**src/design/rc6_ir_pulse_decoder_core_defines.svh**
```systemverilog
// Assertion macros for the RC6 pulse decoder RTL.
`ifndef RC6_IR_PULSE_DECODER_CORE_DEFINES_SVH
`define RC6_IR_PULSE_DECODER_CORE_DEFINES_SVH

`ifndef SYNTHESIS
// Same-cycle implication, disabled while reset is asserted.
`define RC6D_ASSERT_IMP(label, clk, rst_n, ante, cons) \
    label: assert property (@(posedge clk) disable iff (!(rst_n)) (ante) |-> (cons)) \
        else $error("rc6d assertion failed");
// Next-cycle implication, disabled while reset is asserted.
`define RC6D_ASSERT_NXT(label, clk, rst_n, ante, cons) \
    label: assert property (@(posedge clk) disable iff (!(rst_n)) (ante) |=> (cons)) \
        else $error("rc6d assertion failed");
`else
`define RC6D_ASSERT_IMP(label, clk, rst_n, ante, cons)
`define RC6D_ASSERT_NXT(label, clk, rst_n, ante, cons)
`endif

`endif

```
**src/design/rc6d_pkg.sv**
```systemverilog
// Types, constants and the Manchester transition table of the RC6 pulse decoder.
`default_nettype none

package rc6d_pkg;

    localparam int unsigned PULSE_W = 16;
    localparam int unsigned SHIFT_W = 21;
    localparam int unsigned COUNT_W = 5;

    localparam logic [PULSE_W-1:0] UNIT_US   = 16'd222;
    localparam int unsigned        MAX_UNITS = 14;

    // Upper bounds (exclusive) of each duration class in microseconds.
    localparam logic [PULSE_W-1:0] LIM_BAD  = UNIT_US;
    localparam logic [PULSE_W-1:0] LIM_444  = 16'(UNIT_US * 3);
    localparam logic [PULSE_W-1:0] LIM_889  = 16'(UNIT_US * 5);
    localparam logic [PULSE_W-1:0] LIM_1333 = 16'(UNIT_US * 9);
    localparam logic [PULSE_W-1:0] LIM_2666 = 16'(UNIT_US * (MAX_UNITS + 1));

    localparam logic [COUNT_W-1:0] FRAME_BITS = 5'd20;
    localparam logic [COUNT_W-1:0] MODE_BITS  = 5'd3;

    localparam logic [1:0] ST_NONE  = 2'd0;
    localparam logic [1:0] ST_FRAME = 2'd1;
    localparam logic [1:0] ST_LONG  = 2'd2;

    typedef enum logic [2:0] {
        CL_2666 = 3'd0,
        CL_1333 = 3'd1,
        CL_889  = 3'd2,
        CL_444  = 3'd3,
        CL_BAD  = 3'd4
    } t_pulse_cls;

    typedef enum logic [7:0] {
        B_IDLE = 8'b0000_0001,
        B_LEAD = 8'b0000_0010,
        B_OS   = 8'b0000_0100,
        B_OM   = 8'b0000_1000,
        B_ZM   = 8'b0001_0000,
        B_ZS   = 8'b0010_0000,
        B_TZM  = 8'b0100_0000,
        B_TOM  = 8'b1000_0000
    } t_bit_st;

    typedef enum logic [3:0] {
        F_IDLE = 4'b0001,
        F_LEAD = 4'b0010,
        F_MODE = 4'b0100,
        F_DATA = 4'b1000
    } t_frame_st;

    typedef struct packed {
        logic       too_long;
        t_pulse_cls cls;
    } t_class;

    typedef struct packed {
        logic [1:0] status;
        logic [2:0] mode_bits;
        logic       toggle_bit;
        logic [7:0] address_byte;
        logic [7:0] command_byte;
    } t_result;

    // Manchester half-bit transition table, one row per bit state.
    function automatic t_bit_st next_bit(input t_bit_st cur, input t_pulse_cls c);
        t_bit_st nb;
        nb = B_IDLE;
        case (cur)
            B_IDLE: begin
                if (c == CL_2666) nb = B_LEAD;
            end
            B_LEAD: begin
                if (c == CL_889) nb = B_OS;
            end
            B_OS: begin
                if (c == CL_889) nb = B_TOM;
                else if (c == CL_444) nb = B_OM;
            end
            B_OM: begin
                if (c == CL_1333) nb = B_TZM;
                else if (c == CL_889) nb = B_ZM;
                else if (c == CL_444) nb = B_OS;
            end
            B_ZM: begin
                if (c == CL_1333) nb = B_TOM;
                else if (c == CL_889) nb = B_OM;
                else if (c == CL_444) nb = B_ZS;
            end
            B_ZS: begin
                if (c == CL_1333) nb = B_TOM;
                else if (c == CL_889) nb = B_TZM;
                else if (c == CL_444) nb = B_ZM;
            end
            B_TZM: begin
                if (c == CL_1333) nb = B_OM;
                else if (c == CL_889) nb = B_ZS;
            end
            B_TOM: begin
                if (c == CL_1333) nb = B_ZM;
                else if (c == CL_889) nb = B_OS;
            end
            default: nb = B_IDLE;
        endcase
        return nb;
    endfunction

endpackage

`default_nettype wire

```
**src/design/rc6d_classify.sv**
```systemverilog
// Sorts one pulse duration into its RC6 timing class.
`default_nettype none

module rc6d_classify (
    input  wire logic [rc6d_pkg::PULSE_W-1:0] i_pulse_us,
    output rc6d_pkg::t_class                  o_class
);

    // Bounds are whole multiples of the 222 us unit, so comparing the raw
    // duration gives the same answer as dividing it into units first.
    always_comb begin
        o_class.too_long = (i_pulse_us >= rc6d_pkg::LIM_2666);
        if (i_pulse_us < rc6d_pkg::LIM_BAD) begin
            o_class.cls = rc6d_pkg::CL_BAD;
        end else if (i_pulse_us < rc6d_pkg::LIM_444) begin
            o_class.cls = rc6d_pkg::CL_444;
        end else if (i_pulse_us < rc6d_pkg::LIM_889) begin
            o_class.cls = rc6d_pkg::CL_889;
        end else if (i_pulse_us < rc6d_pkg::LIM_1333) begin
            o_class.cls = rc6d_pkg::CL_1333;
        end else begin
            o_class.cls = rc6d_pkg::CL_2666;
        end
    end

endmodule

`default_nettype wire

```
**src/design/rc6d_frame.sv**
```systemverilog
// Bit and frame state machines with the frame shift register.
`default_nettype none

`include "rc6_ir_pulse_decoder_core_defines.svh"

module rc6d_frame (
    input  wire logic             i_clk,
    input  wire logic             i_rst_n,
    input  wire logic             i_step,
    input  wire rc6d_pkg::t_class i_class,
    output rc6d_pkg::t_result     o_res
);

    rc6d_pkg::t_bit_st                   r_bit, n_bit;
    rc6d_pkg::t_frame_st                 r_frame, n_frame;
    logic [rc6d_pkg::SHIFT_W-1:0]        r_shift, n_shift;
    logic [rc6d_pkg::COUNT_W-1:0]        r_bits, n_bits;
    rc6d_pkg::t_bit_st                   bp;
    logic                                is_one;
    logic                                is_mid;
    logic                                is_trail;
    logic                                done;

    always_comb begin
        bp       = rc6d_pkg::next_bit(r_bit, i_class.cls);
        is_one   = (bp == rc6d_pkg::B_OM) || (bp == rc6d_pkg::B_TOM);
        is_mid   = (bp == rc6d_pkg::B_OM) || (bp == rc6d_pkg::B_ZM);
        is_trail = (bp == rc6d_pkg::B_TOM) || (bp == rc6d_pkg::B_TZM);
        n_bit    = r_bit;
        n_frame  = r_frame;
        n_shift  = r_shift;
        n_bits   = r_bits;
        done     = 1'b0;
        if (i_step && !i_class.too_long) begin
            n_bit = bp;
            // Start halves of a bit pair leave the frame machine alone.
            if ((bp != rc6d_pkg::B_OS) && (bp != rc6d_pkg::B_ZS)) begin
                n_frame = rc6d_pkg::F_IDLE;
                case (r_frame)
                    rc6d_pkg::F_IDLE: begin
                        if (bp == rc6d_pkg::B_LEAD) begin
                            n_bits  = '0;
                            n_frame = rc6d_pkg::F_LEAD;
                        end
                    end
                    rc6d_pkg::F_LEAD: begin
                        if (bp == rc6d_pkg::B_OM) begin
                            n_shift = {{(rc6d_pkg::SHIFT_W-1){1'b0}}, 1'b1};
                            n_frame = rc6d_pkg::F_MODE;
                        end
                    end
                    rc6d_pkg::F_MODE: begin
                        if (is_mid && (r_bits < rc6d_pkg::MODE_BITS)) begin
                            n_shift = {r_shift[rc6d_pkg::SHIFT_W-2:0], is_one};
                            n_bits  = r_bits + 5'd1;
                            n_frame = rc6d_pkg::F_MODE;
                        end else if (is_trail && (r_bits == rc6d_pkg::MODE_BITS)) begin
                            n_shift = {r_shift[rc6d_pkg::SHIFT_W-2:0], is_one};
                            n_bits  = r_bits + 5'd1;
                            n_frame = rc6d_pkg::F_DATA;
                        end
                    end
                    rc6d_pkg::F_DATA: begin
                        if (is_mid && (r_bits < rc6d_pkg::FRAME_BITS)) begin
                            n_shift = {r_shift[rc6d_pkg::SHIFT_W-2:0], is_one};
                            n_bits  = r_bits + 5'd1;
                            n_frame = rc6d_pkg::F_DATA;
                            done    = (r_bits == (rc6d_pkg::FRAME_BITS - 5'd1));
                        end
                    end
                    default: n_frame = rc6d_pkg::F_IDLE;
                endcase
            end
        end
    end

    always_comb begin
        o_res = '0;
        if (i_class.too_long) begin
            o_res.status = rc6d_pkg::ST_LONG;
        end else if (done) begin
            o_res.status       = rc6d_pkg::ST_FRAME;
            o_res.mode_bits    = n_shift[19:17];
            o_res.toggle_bit   = n_shift[16];
            o_res.address_byte = n_shift[15:8];
            o_res.command_byte = n_shift[7:0];
        end else begin
            o_res.status = rc6d_pkg::ST_NONE;
        end
    end

    always_ff @(posedge i_clk) begin
        if (!i_rst_n) begin
            r_bit   <= rc6d_pkg::B_IDLE;
            r_frame <= rc6d_pkg::F_IDLE;
            r_shift <= '0;
            r_bits  <= '0;
        end else begin
            r_bit   <= n_bit;
            r_frame <= n_frame;
            r_shift <= n_shift;
            r_bits  <= n_bits;
        end
    end

    `RC6D_ASSERT_IMP(a_bits_bound, i_clk, i_rst_n, 1'b1, r_bits <= rc6d_pkg::FRAME_BITS)
    `RC6D_ASSERT_IMP(a_mode_bound, i_clk, i_rst_n, r_frame == rc6d_pkg::F_MODE,
        r_bits <= rc6d_pkg::MODE_BITS)
    `RC6D_ASSERT_NXT(a_done_state, i_clk, i_rst_n, i_step && done,
        (r_frame == rc6d_pkg::F_DATA) && (r_bits == rc6d_pkg::FRAME_BITS))
    `RC6D_ASSERT_NXT(a_long_hold, i_clk, i_rst_n, i_step && i_class.too_long,
        $stable(r_bit) && $stable(r_frame) && $stable(r_bits))

endmodule

`default_nettype wire

```
**src/design/rc6_ir_pulse_decoder_core.sv**
```systemverilog
// Top level of the RC6 mode-0 infrared pulse decoder.
//
// Usage: each input transaction carries the duration of one IR mark or space
// in microseconds on i_pulse_us, offered with i_valid and held off by o_stall.
// Every input transaction yields exactly one output transaction on o_valid /
// i_stall: o_status is 0 for nothing, 1 when a frame has just completed (its
// mode, toggle, address and command fields are then valid, zero otherwise)
// and 2 for a pulse of fifteen or more 222 us units, which changes nothing.
// An accepted pulse first loads the input register; the classifier, the
// Manchester table step and the frame step then run on it and load the
// result register. Throughput is one transaction per cycle unless the
// receiver stalls; the bit and frame state is a single register update,
// so consecutive pulses follow back to back.
// When the receiver stalls, the finished result holds in the output register
// and the input register still takes one more pulse; after that o_stall rises
// until the output drains. Synchronous active-low reset empties both
// registers and returns the decoder to idle with no frame in progress.
`default_nettype none

module rc6_ir_pulse_decoder_core (
    input  wire logic                          i_clk,
    input  wire logic                          i_rst_n,
    input  wire logic                          i_valid,
    output logic                               o_stall,
    input  wire logic [rc6d_pkg::PULSE_W-1:0]  i_pulse_us,
    output logic                               o_valid,
    input  wire logic                          i_stall,
    output logic [1:0]                         o_status,
    output logic [2:0]                         o_mode_bits,
    output logic                               o_toggle_bit,
    output logic [7:0]                         o_address_byte,
    output logic [7:0]                         o_command_byte
);

    logic                            r_in_valid;
    logic [rc6d_pkg::PULSE_W-1:0]    r_pulse;
    logic                            r_out_valid;
    rc6d_pkg::t_result               r_res;
    rc6d_pkg::t_class                cls;
    rc6d_pkg::t_result               res;
    logic                            out_adv;
    logic                            step;
    logic                            in_take;

    // The output register can load when empty or when its transaction leaves.
    assign out_adv = !r_out_valid || !i_stall;
    assign step    = r_in_valid && out_adv;
    assign o_stall = r_in_valid && !out_adv;
    assign in_take = i_valid && !o_stall;

    rc6d_classify u_classify (
        .i_pulse_us (r_pulse),
        .o_class    (cls)
    );

    rc6d_frame u_frame (
        .i_clk   (i_clk),
        .i_rst_n (i_rst_n),
        .i_step  (step),
        .i_class (cls),
        .o_res   (res)
    );

    always_ff @(posedge i_clk) begin
        if (!i_rst_n) begin
            r_in_valid  <= 1'b0;
            r_out_valid <= 1'b0;
        end else begin
            if (in_take) begin
                r_in_valid <= 1'b1;
            end else if (step) begin
                r_in_valid <= 1'b0;
            end
            if (out_adv) begin
                r_out_valid <= r_in_valid;
            end
        end
    end

    // Payload registers carry no reset; the valid flags qualify them.
    always_ff @(posedge i_clk) begin
        if (in_take) begin
            r_pulse <= i_pulse_us;
        end
        if (step) begin
            r_res <= res;
        end
    end

    assign o_valid        = r_out_valid;
    assign o_status       = r_res.status;
    assign o_mode_bits    = r_res.mode_bits;
    assign o_toggle_bit   = r_res.toggle_bit;
    assign o_address_byte = r_res.address_byte;
    assign o_command_byte = r_res.command_byte;

endmodule

`default_nettype wire
```
**config.mk**
```make
export PLATFORM = sky130hd
export DESIGN_NAME = rc6_ir_pulse_decoder_core
export DESIGN_NICKNAME = d
export VERILOG_FILES = /design/src/design/rc6d_pkg.sv /design/src/design/rc6d_classify.sv /design/src/design/rc6d_frame.sv /design/src/design/rc6_ir_pulse_decoder_core.sv
export VERILOG_INCLUDE_DIRS = /design/src /design/src/design
export SDC_FILE = /design/constraint.sdc
export NUM_CORES = 1
export LEC_CHECK = 0
export BUFFER_PORTS_ARGS = -buffer_cell sky130_fd_sc_hd__buf_2
export CAP_MARGIN = 10
export CORE_MARGIN = 8
export CORE_UTILIZATION = 58
export CTS_CLUSTER_DIAMETER = 30
export DETAILED_ROUTE_END_ITERATION = 8
export MAX_ROUTING_LAYER = met4
export PLACE_DENSITY = 0.8
export SYNTH_ARGS = -nofsm -noshare
export SYNTH_HDL_FRONTEND = slang
export SYNTH_SLANG_ARGS = --single-unit
```
**constraint.sdc**
```tcl
create_clock -name i_clk -period 5.5 [get_ports i_clk]
set_clock_uncertainty 0.1 [all_clocks]
set_input_delay 0.275 -clock i_clk [delete_from_list [all_inputs] [get_ports i_clk]]
set_output_delay 0.275 -clock i_clk [all_outputs]
set_load 0.1 [all_outputs]
```
==> metrics.cfg, run 1 <==
[status]
run_status = completed

[finish]
utilization_pct = 68.5
n_antenna_cell = 0
fillers = 470
design_area_um2 = 4280
drive_above_1_share_pct = 20.3
nNetsFinal = 420
syn_to_final_growth_pct = 16.3

[place]
place.gp.congestion = 0.972
postPlaceCellArea_um2 = 3890
portBuffers = 42
pre_cts_ws_ns = 1.70
dpl.hpwl_um = 5550

[timing]
setup_tns_ns = 0
max_freq_mhz = 256
hold_viol = 0
fin_ws_ns = 1.59
setup_viol = 0
slew_headroom_pct = 22.0
rsz0062_at_grt = no
fin_crit_sh_pct = 71.1
worstMarginPinSlew_ns = 1.17
period_needed_ns = 3.91
drv_slew = 0

[clocking]
insertion_delay_ns = 0.34
cts_max_level = 3
cts.clk_slew.worst_paths_ns = 0.08
hold_buffers = 14
cts_tree = done
cts_root_buffer = clkbuf_8
cts_sinks = 75
cts_buffers = 9
post_cts_resized = 0
clk_path_buf_depth = 2
postCtsSetupBuffers = 0

[yosys]
syn-num-nets = 367
synth_compound_area_share_pct = 20.2
synth.cell_area_um2 = 3670
synth_top_family_by_area = simple AND/OR/NAND/NOR gates
synth-seq-cells = 75
synth_mux_area_share_pct = 0.953
synth_xor_area_share_pct = 0.953
synth_top_area_share_pct = 30.2
ys_types = 70
synth.most_common_cell = dfxtp_1
synthSimpleGateAreaFrac_pct = 22.5
synth_commonest_cells = dfxtp_1 (38), edfxtp_1 (37), and2_1 (24)
synthCells = 346
synth_edf_count = 37
ys.flop_type = dfxtp_1
synth_adder_area_share_pct = 0.340
synth_warnings = 0
syn_area_per_cell_um2 = 10.6
yosys.area.top_type = edfxtp_1
synth_area_leaders = edfxtp_1 (30%), dfxtp_1 (21%), a22o_1 (4.3%), and2_1 (4.1%), nor2_1 (2.3%)
ys_async_sr_fraction_pct = 0
ys_seq_area_share_pct = 50.9

[global_route]
use_met3_pct = 4.72
grt_max_degree = 25
grt_overflow = 0
antenna_found_initial = 0
met2_usage_pct = 32.7
grt_pass1_wl_um = 13500
grt.total_usage_pct = 19.8
grt_pass1_vias = 2840
use_met1_pct = 22.5
grt_busiest_layer = met2

[pwr]
combinationalPowerShare_pct = 9.9
p_sw_mw = 0.330
power.density_nw_per_um2 = 286
ir_drop_uv = 232
intPower_mw = 0.894
swShare_pct = 27.0
seqPwrFrac_pct = 50.2
p_clk_share_pct = 39.8
p_leak_nw = 1.58

[job]
cap_viol_max_count = 0

[worst_setup_path]
cp-start-kind = register
critPathMaxFanout = 18
required_ns = 5.68
ff2ff_setup_slack_ns = 1.59
cp_data_arrival_time_ns = 4.09
worst_setup_path_end_kind = register
path_class = reg -> reg

[floorplanning]
fp.dieH_um = 95.6
ios = 44
start_util_pct = 58.9
core_area_um2 = 6240
die_w_um = 95.6
rows = 29
dieArea_um2 = 9140

[route]
ant_nets = 0
avgViaCountPerCell = 6.00
vias = 2885
firstDrtPassIters = 4
wl_um = 8230
drtIter0Drc = 181
wl_per_cell_um = 17.1
route.detailed.drc = 0

[min_path]
hold_path_class = in -> reg

[final timing paths]
check               startpoint                  to  cells past startpoint
max                 r_pulse[6]  u_frame.r_shift[4]                      8
min                    i_valid          r_in_valid                      3
max reg2reg         r_pulse[6]  u_frame.r_shift[4]                      8
min reg2reg  u_frame.r_bits[4]   u_frame.r_bits[4]                      2
[routing by layer]
layer,vias up,share of wire [%],wire [um]
met5,-,0,0
met4,0,1.7,138
met3,14,4.3,356
met2,75,52,4250
met1,1377,42,3480
li1,1419,-,-
[critical path: stages (launching register included)]
cell      delay [ns]
edfxtp_1        0.49
nor2_1          0.20
nor4b_1         0.51
or3_1           0.42
mux2_4          0.35
nor3b_2         0.59
o21ai_0         0.30
nor2_2          0.64
a22o_1          0.25
[through the flow]
step | power (mW) | hold WS (ns) | std cells
CTS | 1.23 | 0.00211 | 480
global route | 1.26 | 0.0506 | 481
global placement | 0.738 | 0.351 | 450
floorplan | 0.717 | 0.274 | 346
detailed placement | 0.740 | 0.353 | 450
finish | 1.22 | 0.0707 | 481
[logic make-up (layout without fill, tap and decap cells)]
kind of cell / after synthesis / count (layout)
buf+inv: 29 / 87
xor+xnor: 4 / 4
mux: 3 / 3
compound gates: 97 / 97
simple gates: 137 / 137
fa+ha+maj: 1 / 1
flops: 75 / 75
[registers in the layout, summed over array words and instances (netlist names)]
| name | flops |
|---|---|
| r_pulse | 15 |
| u_frame.r_frame | 4 |
| o_toggle_bit | 1 |
| o_command_byte | 8 |
| u_frame.r_shift | 19 |
| u_frame.r_bits | 5 |
| o_status | 2 |
| o_address_byte | 8 |
| o_valid | 1 |
| r_in_valid | 1 |
| u_frame.r_bit | 8 |
| o_mode_bits | 3 |
[placed cells by master, fill, tap and decap left out, drive strengths merged, types with 12 or more instances in the layout]
cell         count
nand2           18
and2            24
o21ai           15
edfxtp          37
a21oi           13
nand3           12
buf             44
dlygate4sd3     15
dfxtp           38
a22o            18
nor2            24
inv             15
[area by class of cell]
cell class	instances	area (um2)	area share (%)
sequential	75	1870	43.8
clock inverter	7	106	2.49
tap	77	96.3	2.25
inverter	12	45.0	1.05
timing repair buffer	59	375	8.78
multi-input combinational	242	1660	38.7
clock buffer	9	124	2.90
[power groups by stage]
stage               clock (mW)  combinational [mW]  sequential [mW]
finish                   0.488               0.122            0.615
global route             0.515               0.128            0.618
CTS                      0.495               0.120            0.615
detailed placement           0               0.112            0.628
global placement             0               0.111            0.627
floorplan                    0              0.0326            0.685
(Power assumes the default switching activity.)
==> run 2, diff against run 1 <==
--- a/config.mk
+++ b/config.mk
@@ -9,11 +9,11 @@
 export BUFFER_PORTS_ARGS = -buffer_cell sky130_fd_sc_hd__buf_2
 export CAP_MARGIN = 10
 export CORE_MARGIN = 8
-export CORE_UTILIZATION = 58
+export CORE_UTILIZATION = 52
 export CTS_CLUSTER_DIAMETER = 30
 export DETAILED_ROUTE_END_ITERATION = 8
 export MAX_ROUTING_LAYER = met4
-export PLACE_DENSITY = 0.8
+export PLACE_DENSITY = 0.75
 export SYNTH_ARGS = -nofsm -noshare
 export SYNTH_HDL_FRONTEND = slang
 export SYNTH_SLANG_ARGS = --single-unit
==> constraint.sdc (replaced) <==
create_clock -name i_clk -period 3.5 [get_ports i_clk]
set_clock_uncertainty 0.1 [all_clocks]
set_input_delay 0.175 -clock i_clk [delete_from_list [all_inputs] [get_ports i_clk]]
set_output_delay 0.175 -clock i_clk [all_outputs]
set_load 0.1 [all_outputs]
==> run 2 against run 1 <==
First-iteration DRC count fell by 33%. Wire length fell by 0.35%. Largest power group unchanged. Core utilization fell by 4.3 points. Register-to-register slack got worse by 1.3 ns. Critical path depth rose by 2. Worst hold slack got worse by 0.058 ns. Highest routed layer unchanged. Non-clock buffer count rose by 16. Combinational power rose by 66%. Die area rose by 9.6%.
==> metrics.cfg, run 2 (synthesis gave the netlist of run 1 again) <==
[status]
run_status = completed

[floorplanning]
ios = 44  ; unchanged
fp.dieH_um = 100  ; +4.7%
rows = 30  ; +3.4%
die_w_um = 100  ; +4.7%
core_area_um2 = 6830  ; +9.5%
start_util_pct = 53.8  ; -5.1 points
dieArea_um2 = 10000  ; +9.6%

[timing]
max_freq_mhz = 308  ; +21%
setup_tns_ns = 0  ; unchanged
fin_crit_sh_pct = 92.7  ; +22 points
setup_viol = 0  ; unchanged
rsz0062_at_grt = no
fin_ws_ns = 0.255  ; -1.33 ns
worstMarginPinSlew_ns = 0.837  ; -0.331 ns
hold_ws_ns = 0.0125  ; -0.0582 ns
hold_viol = 0  ; unchanged
period_needed_ns = 3.24  ; -0.667 ns
drv_slew = 0  ; unchanged
slew_headroom_pct = 43.5  ; +21 points

[place]
pre_cts_ws_ns = 0.184  ; -1.51 ns
portBuffers = 42  ; unchanged
place.gp.congestion = 0.967  ; -0.47%
dpl.hpwl_um = 5900  ; +6.2%
placed_cells = 482  ; +7.1%

[global_route]
grt_pass1_wl_um = 14000  ; +3.4%
grt_pass1_vias = 2970  ; +4.6%
grt_overflow = 0  ; unchanged
grt.total_usage_pct = 17.9  ; -1.8 points
grt_max_degree = 24  ; -4.0%
antenna_found_initial = 0  ; unchanged

[pwr]
power.density_nw_per_um2 = 412  ; +44%
p_sw_mw = 0.534  ; +62%
combinationalPowerShare_pct = 11.3  ; +1.4 points
ir_drop_uv = 247  ; +6.5%
intPower_mw = 1.27  ; +42%
p_clk_share_pct = 35.4  ; -4.4 points
swShare_pct = 29.6  ; +2.6 points
seqPwrFrac_pct = 53.4  ; +3.2 points
p_leak_nw = 1.63  ; +3.2%

[clocking]
clk_path_buf_depth = 2  ; unchanged
insertion_delay_ns = 0.35  ; about the same
cts_root_buffer = clkbuf_8
cts.clk_slew.worst_paths_ns = 0.08  ; about the same
cts_sinks = 75  ; unchanged
cts_max_level = 3  ; unchanged
cts_tree = done
cts_buffers = 9  ; unchanged

[finish]
utilization_pct = 64.2  ; -4.3 points
reg_top3 = u_frame.r_shift x19, r_pulse x15
n_antenna_cell = 0  ; unchanged
syn_to_final_growth_pct = 19.3
nNetsFinal = 436  ; +3.8%
drive_above_1_share_pct = 22.9  ; +2.6 points
largest_reg_flops = 19  ; unchanged
layout_common_cells = buf_2 (42), dfxtp_1 (38), edfxtp_1 (37)
final_cells = 516  ; +7.3%
seqCellArea_um2 = 1870  ; unchanged
multi_input_comb_area_um2 = 1660  ; +0.30%
layout_commonest_cell = buf_2
fillers = 563  ; +20%
regMostFlops = u_frame.r_shift

[route]
route.detailed.drc = 0  ; unchanged
drtIter0Drc = 121  ; -33%
ant_nets = 0  ; unchanged
avgViaCountPerCell = 5.64  ; -5.9%
wl_um = 8200  ; -0.35%
vias = 2912  ; +0.94%
firstDrtPassIters = 4  ; unchanged
wl_per_cell_um = 15.9  ; -7.1%

[worst_setup_path]
r2r_start = r_pulse[5]
cp_data_arrival_time_ns = 3.39  ; -0.70 ns
cp-start-kind = register
cpPeakStageDelay_ns = 0.46  ; -0.18 ns
worstPathCellList = nor2_1 -> nor4b_1 -> or3_1 -> mux2i_1 -> nor3b_2 -> buf_4 -> o211ai_1 -> o31a_1 -> buf_4 -> a22o_1
cpLargestDelayFamily = simple AND/OR/NAND/NOR gates
required_ns = 3.64  ; -2.04 ns
critPathMaxFanout = 18  ; unchanged
cp_num_buf_inv = 2  ; +2
worst_setup_path_end_kind = register
cpMaxStageDelayCell = nor4b_1
path_class = reg -> reg
crit_start = r_pulse[5]
path_common_cell = buf_4

[min_path]
worstHoldStart = i_rst_n
hold_path_class = in -> reg

[job]
cap_viol_max_count = 0  ; unchanged

[run 2: worst paths after layout]
check / slack (ns) / cells after the start / to
hold reg to reg: 0.38 / 2 / u_frame.r_bits[4]
setup / recovery: 0.26 / 10 / u_frame.r_shift[10]
hold / removal: 0.01 / 2 / u_frame.r_frame[0]
setup reg to reg: 0.26 / 10 / u_frame.r_shift[10]
[run 2: cell type report]
type / count / area share, %
clock inverter: 7 / 1.43
timing repair buffer: 75 / 11.4
inverter: 12 / 1.03
sequential: 75 / 42.7
tap: 96 / 2.74
clock buffer: 9 / 2.82
multi-input combinational: 242 / 37.9
[run 2: repair_timing]
item	CTS	global route
hold buffers	17	0
buffers inserted	0	0
endpoints found under the hold margin	17	0
resized for setup	0	1
setup endpoints to repair	0	18
[run 2: routing by layer]
layer  vias up  GRT usage [%]  routed length (um)
met5         -              -                   0
met4         0           8.49                 191
met3        17           3.74                 296
met2        62           29.5                4050
met1      1379           20.5                3660
li1       1454              -                   -
[run 2: power groups by stage]
| stage | clock (mW) | combinational [mW] | sequential [mW] |
|---|---|---|---|
| floorplan | 0 | 0.0515 | 1.08 |
| global placement | 0 | 0.186 | 0.983 |
| detailed placement | 0 | 0.188 | 0.984 |
| CTS | 0.646 | 0.202 | 0.963 |
| global route | 0.688 | 0.214 | 0.967 |
| finish | 0.639 | 0.203 | 0.963 |
[run 2: per-stage QoR]
| step | total power, mW | instance area [um2] |
|---|---|---|
| 2_1_floorplan | 1.13 | 3680 |
| 3_5_place_dp | 1.17 | 4020 |
| 3_3_place_gp | 1.17 | 4020 |
| 4_1_cts | 1.81 | 4370 |
| 6_report | 1.81 | 4390 |
| 5_1_grt | 1.87 | 4390 |
